### config.mk
export PLATFORM = sky130hd
export DESIGN_NAME = fpas_queue
export DESIGN_NICKNAME = d
export VERILOG_FILES = /design/src/sv/fpas_pkg.sv /design/src/sv/fpas_queue.sv
export SDC_FILE = /design/constraint.sdc
export NUM_CORES = 1
export LEC_CHECK = 0
export BUFFER_PORTS_ARGS = -buffer_cell sky130_fd_sc_hd__buf_4
export CAP_MARGIN = 20
export CORE_AREA = 2 2 110 112
export DETAILED_ROUTE_END_ITERATION = 6
export DIE_AREA = 0 0 112 114
export PLACE_DENSITY = 0.47
export SLEW_MARGIN = 10
export SYNTH_ARGS = -nofsm -noshare
export SYNTH_HDL_FRONTEND = slang
export SYNTH_SLANG_ARGS = --single-unit
### constraint.sdc
create_clock -name clk -period 3.25 [get_ports clk]
set_input_delay 0.65 -clock clk [delete_from_list [all_inputs] [get_ports clk]]
set_output_delay 0.65 -clock clk [all_outputs]
set_load 0.02 [all_outputs]
### src/sv/fpas_pkg.sv
`timescale 1ns / 1ps
// ----------------------------------------------------------------------------
// fpas_pkg
// Shared types and constants of the fixed-point attention score unit.
// ----------------------------------------------------------------------------
package fpas_pkg;

	localparam int FRACTION_BITS_DEF = 16;
	localparam int MAX_HEAD_DIM_DEF  = 128;

	localparam int DATA_W     = 32;
	localparam int INDEX_W    = 7;
	localparam int HEAD_DIM_W = 8;
	localparam int QUEUE_DEPTH = 2;

	localparam logic [HEAD_DIM_W-1:0] HEAD_DIM_RESET = 8'd64;
	localparam logic [DATA_W-1:0]     SCALE_RESET    = 32'd65536;

	// Configuration register indexes.
	localparam logic REG_HEAD_DIM = 1'b0;
	localparam logic REG_SCALE    = 1'b1;

	// Operation codes on the input channel.
	localparam logic OP_LOAD_QUERY = 1'b0;
	localparam logic OP_KEY        = 1'b1;

	typedef enum logic [1:0] {
		CMD_LOAD,
		CMD_KEY,
		CMD_SKIP
	} cmd_kind_t;

	typedef struct packed {
		cmd_kind_t          kind;
		logic [INDEX_W-1:0] index;
		logic [DATA_W-1:0]  value;
		logic               last;
	} cmd_t;

	typedef enum logic [2:0] {
		ST_IDLE,
		ST_MUL,
		ST_ACC,
		ST_SCALE,
		ST_EMIT
	} back_state_t;

endpackage

### src/sv/fpas_queue.sv
`timescale 1ns / 1ps
// ----------------------------------------------------------------------------
// fpas_queue
// Short command queue between the front end and the back end.
// ----------------------------------------------------------------------------
module fpas_queue
	import fpas_pkg::*;
(
	input  logic clk,
	input  logic arst_n,
	input  logic push,
	input  cmd_t push_data,
	output logic full,
	input  logic pop,
	output cmd_t pop_data,
	output logic empty
);

	localparam int PW = (QUEUE_DEPTH > 1) ? $clog2(QUEUE_DEPTH) : 1;
	localparam int CW = $clog2(QUEUE_DEPTH + 1);

	cmd_t          slot_q [QUEUE_DEPTH];
	logic [PW-1:0] wptr_q;
	logic [PW-1:0] rptr_q;
	logic [CW-1:0] fill_q;

	assign full     = (fill_q == CW'(QUEUE_DEPTH));
	assign empty    = (fill_q == '0);
	assign pop_data = slot_q[rptr_q];

	always_ff @(posedge clk) begin
		if (push) begin
			slot_q[wptr_q] <= push_data;
		end
	end

	always_ff @(posedge clk or negedge arst_n) begin
		if (!arst_n) begin
			wptr_q <= '0;
			rptr_q <= '0;
			fill_q <= '0;
		end else begin
			if (push) begin
				wptr_q <= (wptr_q == PW'(QUEUE_DEPTH - 1)) ? '0 : wptr_q + PW'(1);
			end
			if (pop) begin
				rptr_q <= (rptr_q == PW'(QUEUE_DEPTH - 1)) ? '0 : rptr_q + PW'(1);
			end
			if (push && !pop) begin
				fill_q <= fill_q + CW'(1);
			end else if (pop && !push) begin
				fill_q <= fill_q - CW'(1);
			end
		end
	end

endmodule

* After elaboration in Yosys (flattened, before gate mapping)
Memory sizes are Yosys's and may differ from the RTL's.
Cells that the tools add are included.
** Word-level totals
- Flip-flop bits (word level) :: 4
- Input port bits :: 46
- Memories :: 1
- Bits in writable memories :: 84
** Cells by class
- Add/subtract/negate cells :: 4
- Mux-type cells :: 6
- Reductions and logical operators :: 6
- Equal/unequal tests :: 1
** Memory list
- slot_q :: words 2, bits a word 42, read ports 1, clocked after Yosys merged registers in 0, write ports 1, line fpas_queue.sv:22 : cmd_t slot_q [QUEUE_DEPTH];
** Operator list (count)
- 1-bit 2-to-1 mux :: 4
- 2-bit 2-to-1 mux :: 2
- 1-bit adder (second input constant) :: 2
- 2-bit by 1-bit adder with 2-bit output (second input constant) :: 1
- 2-bit == test (second input constant) :: 1
- 1-bit logical AND :: 2
- 1-bit logical NOT :: 2
- 2-bit logical NOT :: 1
- 2-bit nonzero test :: 1
- 2-bit by 1-bit subtractor with 2-bit output (second input constant) :: 1

* Longest topological paths before layout
- Depth after elaboration :: 4
- Depth in mapped cells :: 5
- Mapped depth without buffers :: 5

* Worst setup path before layout
No wires, ideal clock.
- Path type :: input-to-reg
- Start :: input port push
- End :: memory slot_q[0][0] in the netlist's numbering (enable)
- Setup time :: 0.446 ns
- Stages :: 1
- Data arrival time :: 2.525 ns
- Data required time :: 2.804 ns
- Slack :: 0.279 ns
- Path buffers :: 0
- Path through :: nor2b_1
** On the way
- Cells in the longest elaborated chain, start to end :: 2
** Ends and longest elaborated chain
- from (decl) :: line fpas_queue.sv:11 : input logic push,
- 1-bit 2-to-1 mux :: line fpas_queue.sv:32 : if (push) begin
- 1-bit 2-to-1 mux (implied by the code) :: line fpas_queue.sv:33 : slot_q[wptr_q] <= push_data;
- to (decl) :: line fpas_queue.sv:22
No other way between the ends.

==> impl_metrics.yaml <==
clocking:
  cts.path.max_buffers: 2
  cts-buffers-inserted: 9
  postCtsSetupBuffers: 0
  cts_max_level: 3
  cts_resized: 0
  insertion_delay_ps: 330
  cts_sinks: 88
  postCtsHoldBufs: 0
  cts_tree: "yes"
  clkTransAtPathRegs_ps: 60
  clockRootBuffer: "clkbuf_16"
sta:
  skew_ps: 7.03
  post-route-period-util_pct: 75.4
  tightest_slew_ps: 493
  finalWorstSetupSlack_ps: 801
  finalSetupViolCount: 0
  relSlewSlack_pct: 67.1
  hold_viol: 0
  min_period_ps: 2450
  fmax_ghz: 0.408
  hold_slack_ps: 102
  final.setup.tns_ps: 0
  maxSlewViolCount: 0
  rsz0062_at_grt: "false"
routing:
  drc: 0
  firstDrtPassIters: 4
  drtIter0Drc: 32
  dr_total_vias: 1661
  viasPerCell: 4.16
  routedWlPerCell_um: 15.5
  postRouteWirelength_um: 6200
  drtAntennaViolNets: 0
die:
  io_pins: 90
  dieArea_um2: 12800
  die_w_um: 112
  core-area_um2: 11700
  die_h_um: 114
  initial_core_util_pct: 29.2
  fp-row-count: 40
worst_setup_path:
  crit_path_frequent_cell: "buf_4"
  cp-end-kind: "output port"
  cp-start-kind: "flop"
  critPathMaxStageDelay_ps: 680
  path_class: "reg -> out"
  slowest_stage: "dfrtp_2"
  cp_max_fo: 15
  worstPathArrival_ps: 1800
  cp_cell_sequence: "buf_4 -> mux2_4 -> buf_4"
  cp.required_ps: 2600
cells_and_area:
  final_util_pct: 38.7
  instances_no_fill: 399
  fillers: 1121
  nets: 294
  ff_latch_area_um2: 2620
  insertedDiodeCount: 0
  multi_input_area_um2: 711
  area_delta_synth_final_pct: 32.6
  drive_gt1_share_pct: 59.5
  fin_area_um2: 4530
synthesis:
  syn_area_per_cell_um2: 23.3
  postSynthCellCount: 147
  synth_nets: 194
  ys_seq_area_share_pct: 76.7
  synth.cell_area_um2: 3420
  synth_top_area_share_pct: 73.8
  ys.warnings.count: 0
  synth_cell_type_count: 13
  yosys.area.top_type: "edfxtp_1"
  synth.area.top_cells: "edfxtp_1 74%, mux2_4 17%, dfrtp_1 2.9%, buf_12 2.3%, xor2_1 1.0%"
  ys_ff_latch: 88
global_routing:
  grt_pass1_wl_um: 9520
  grt_max_degree: 32
  grt_pass1_vias: 1731
  grt_util_all_layers_pct: 10.1
  antenna_found_initial: 0
  overflow: 0
placed_design:
  numPlacedInstances: 383
  placed_cell_area_um2: 4250
  dp_slack_ps: 1130
  port_buffers: 89
  routabilityCongestion: 0.680
  hpwl_um: 4230
min_path:
  hold_class: "in -> async"
pwr:
  p_comb_share_pct: 36.0
  p_switching_mw: 1.22
  vdd_drop_max_mv: 0.322
  finalPower_mw: 4.07
  cellPowerDensity_nw_per_um2: 898
  clkPwrFrac_pct: 23.9
  internal-power_mw: 2.86
  p_seq_share_pct: 40.0
  switching_share_pct: 29.9
  p_leak_nw: 1.81
run:
  drv_cap: 0
status:
  outcome: "complete, no violations"
critical path, delay by kind of cell (launching register included):
| family | cells | cell delay (ps) |
|---|---|---|
| mux | 1 | 320 |
| flops | 1 | 680 |
| buf+inv | 2 | 470 |
layout make-up:
cell class | instances | share of cell area [%]
Multi-Input combinational cell | 53 | 15.7
Clock inverter | 4 | 0.993
Clock buffer | 12 | 5.22
Inverter | 1 | 0.0828
Tap cell | 147 | 4.06
Timing Repair Buffer | 94 | 16.1
Sequential cell | 88 | 57.9
metal layers:
metal  global-route usage, %  routed length [um]  vias up  part of all wire (%)
met5                       0                   0        -                     0
li1                        -                   -      773                     -
met3                    3.19                 370       13                   6.0
met4                    5.85                 139        0                   2.2
met2                    15.9                3070       55                    50
met1                    12.4                2620      820                    42
cells in the mapped netlist:
| cell | number |
|---|---|
| xnor2_1 | 1 |
| ha_1 | 1 |
| mux2_2 | 3 |
| edfxtp_1 | 84 |
| mux2_4 | 39 |
| nor2b_1 | 2 |
| xor2_1 | 4 |
| buf_6 | 1 |
| nor2_1 | 2 |
| and2_1 | 1 |
| inv_1 | 1 |
| buf_12 | 4 |
| dfrtp_1 | 4 |
final timing paths:
check | start | endpoint | slack (ps) | cells past startpoint
worst max-delay path | rptr_q | pop_data[25] | 800 | 3
worst min-delay path | arst_n | fill_q[1] | 100 | 1
worst max register to register | wptr_q | slot_q[1][12] | 1770 | 2
worst min register to register | fill_q[1] | fill_q[1] | 500 | 1
max in group asynchronous | arst_n | rptr_q | 3030 | 1
min in group clk | fill_q[1] | fill_q[1] | 500 | 1
state kept, by name, indices dropped and copies added (netlist names):
name / flops
slot_q: 84
fill_q: 2
rptr_q: 1
wptr_q: 1
cells in the final DEF, fill, tap and decap left out:
cell and count:
buf_4 92, edfxtp_1 84, mux2_4 39, clkbuf_16 9, xor2_1 4, mux2_2 3, clkbuf_1 3, dfrtp_1 3
nor2_1 2, clkinv_1 2, buf_12 2, inv_1 1, and2_2 1, nor2b_1 1, nor2b_4 1, xnor2_1 1
ha_1 1, clkinvlp_4 1, bufinv_16 1, dfrtp_2 1
logic make-up (layout without fill, tap and decap cells):
logic type,count (synthesis),after routing,share of synthesized area (%)
xor gates and xnor gates,5,5,1.28
adders and majority gates,1,1,0.366
buffers and inverters,6,111,2.78
and+or+nand+nor,5,5,0.769
muxes,42,42,18.1
DFF,88,88,76.7
power groups by stage:
stage               Combinational, mW  Clock (mW)  Sequential [mW]
finish                           1.47       0.975             1.63
floorplan                        1.08           0             1.59
global placement                 1.49           0             1.65
global route                     1.57        1.06             1.65
CTS                              1.50        1.01             1.63
detailed placement               1.50           0             1.66
(Power assumes the default switching activity.)
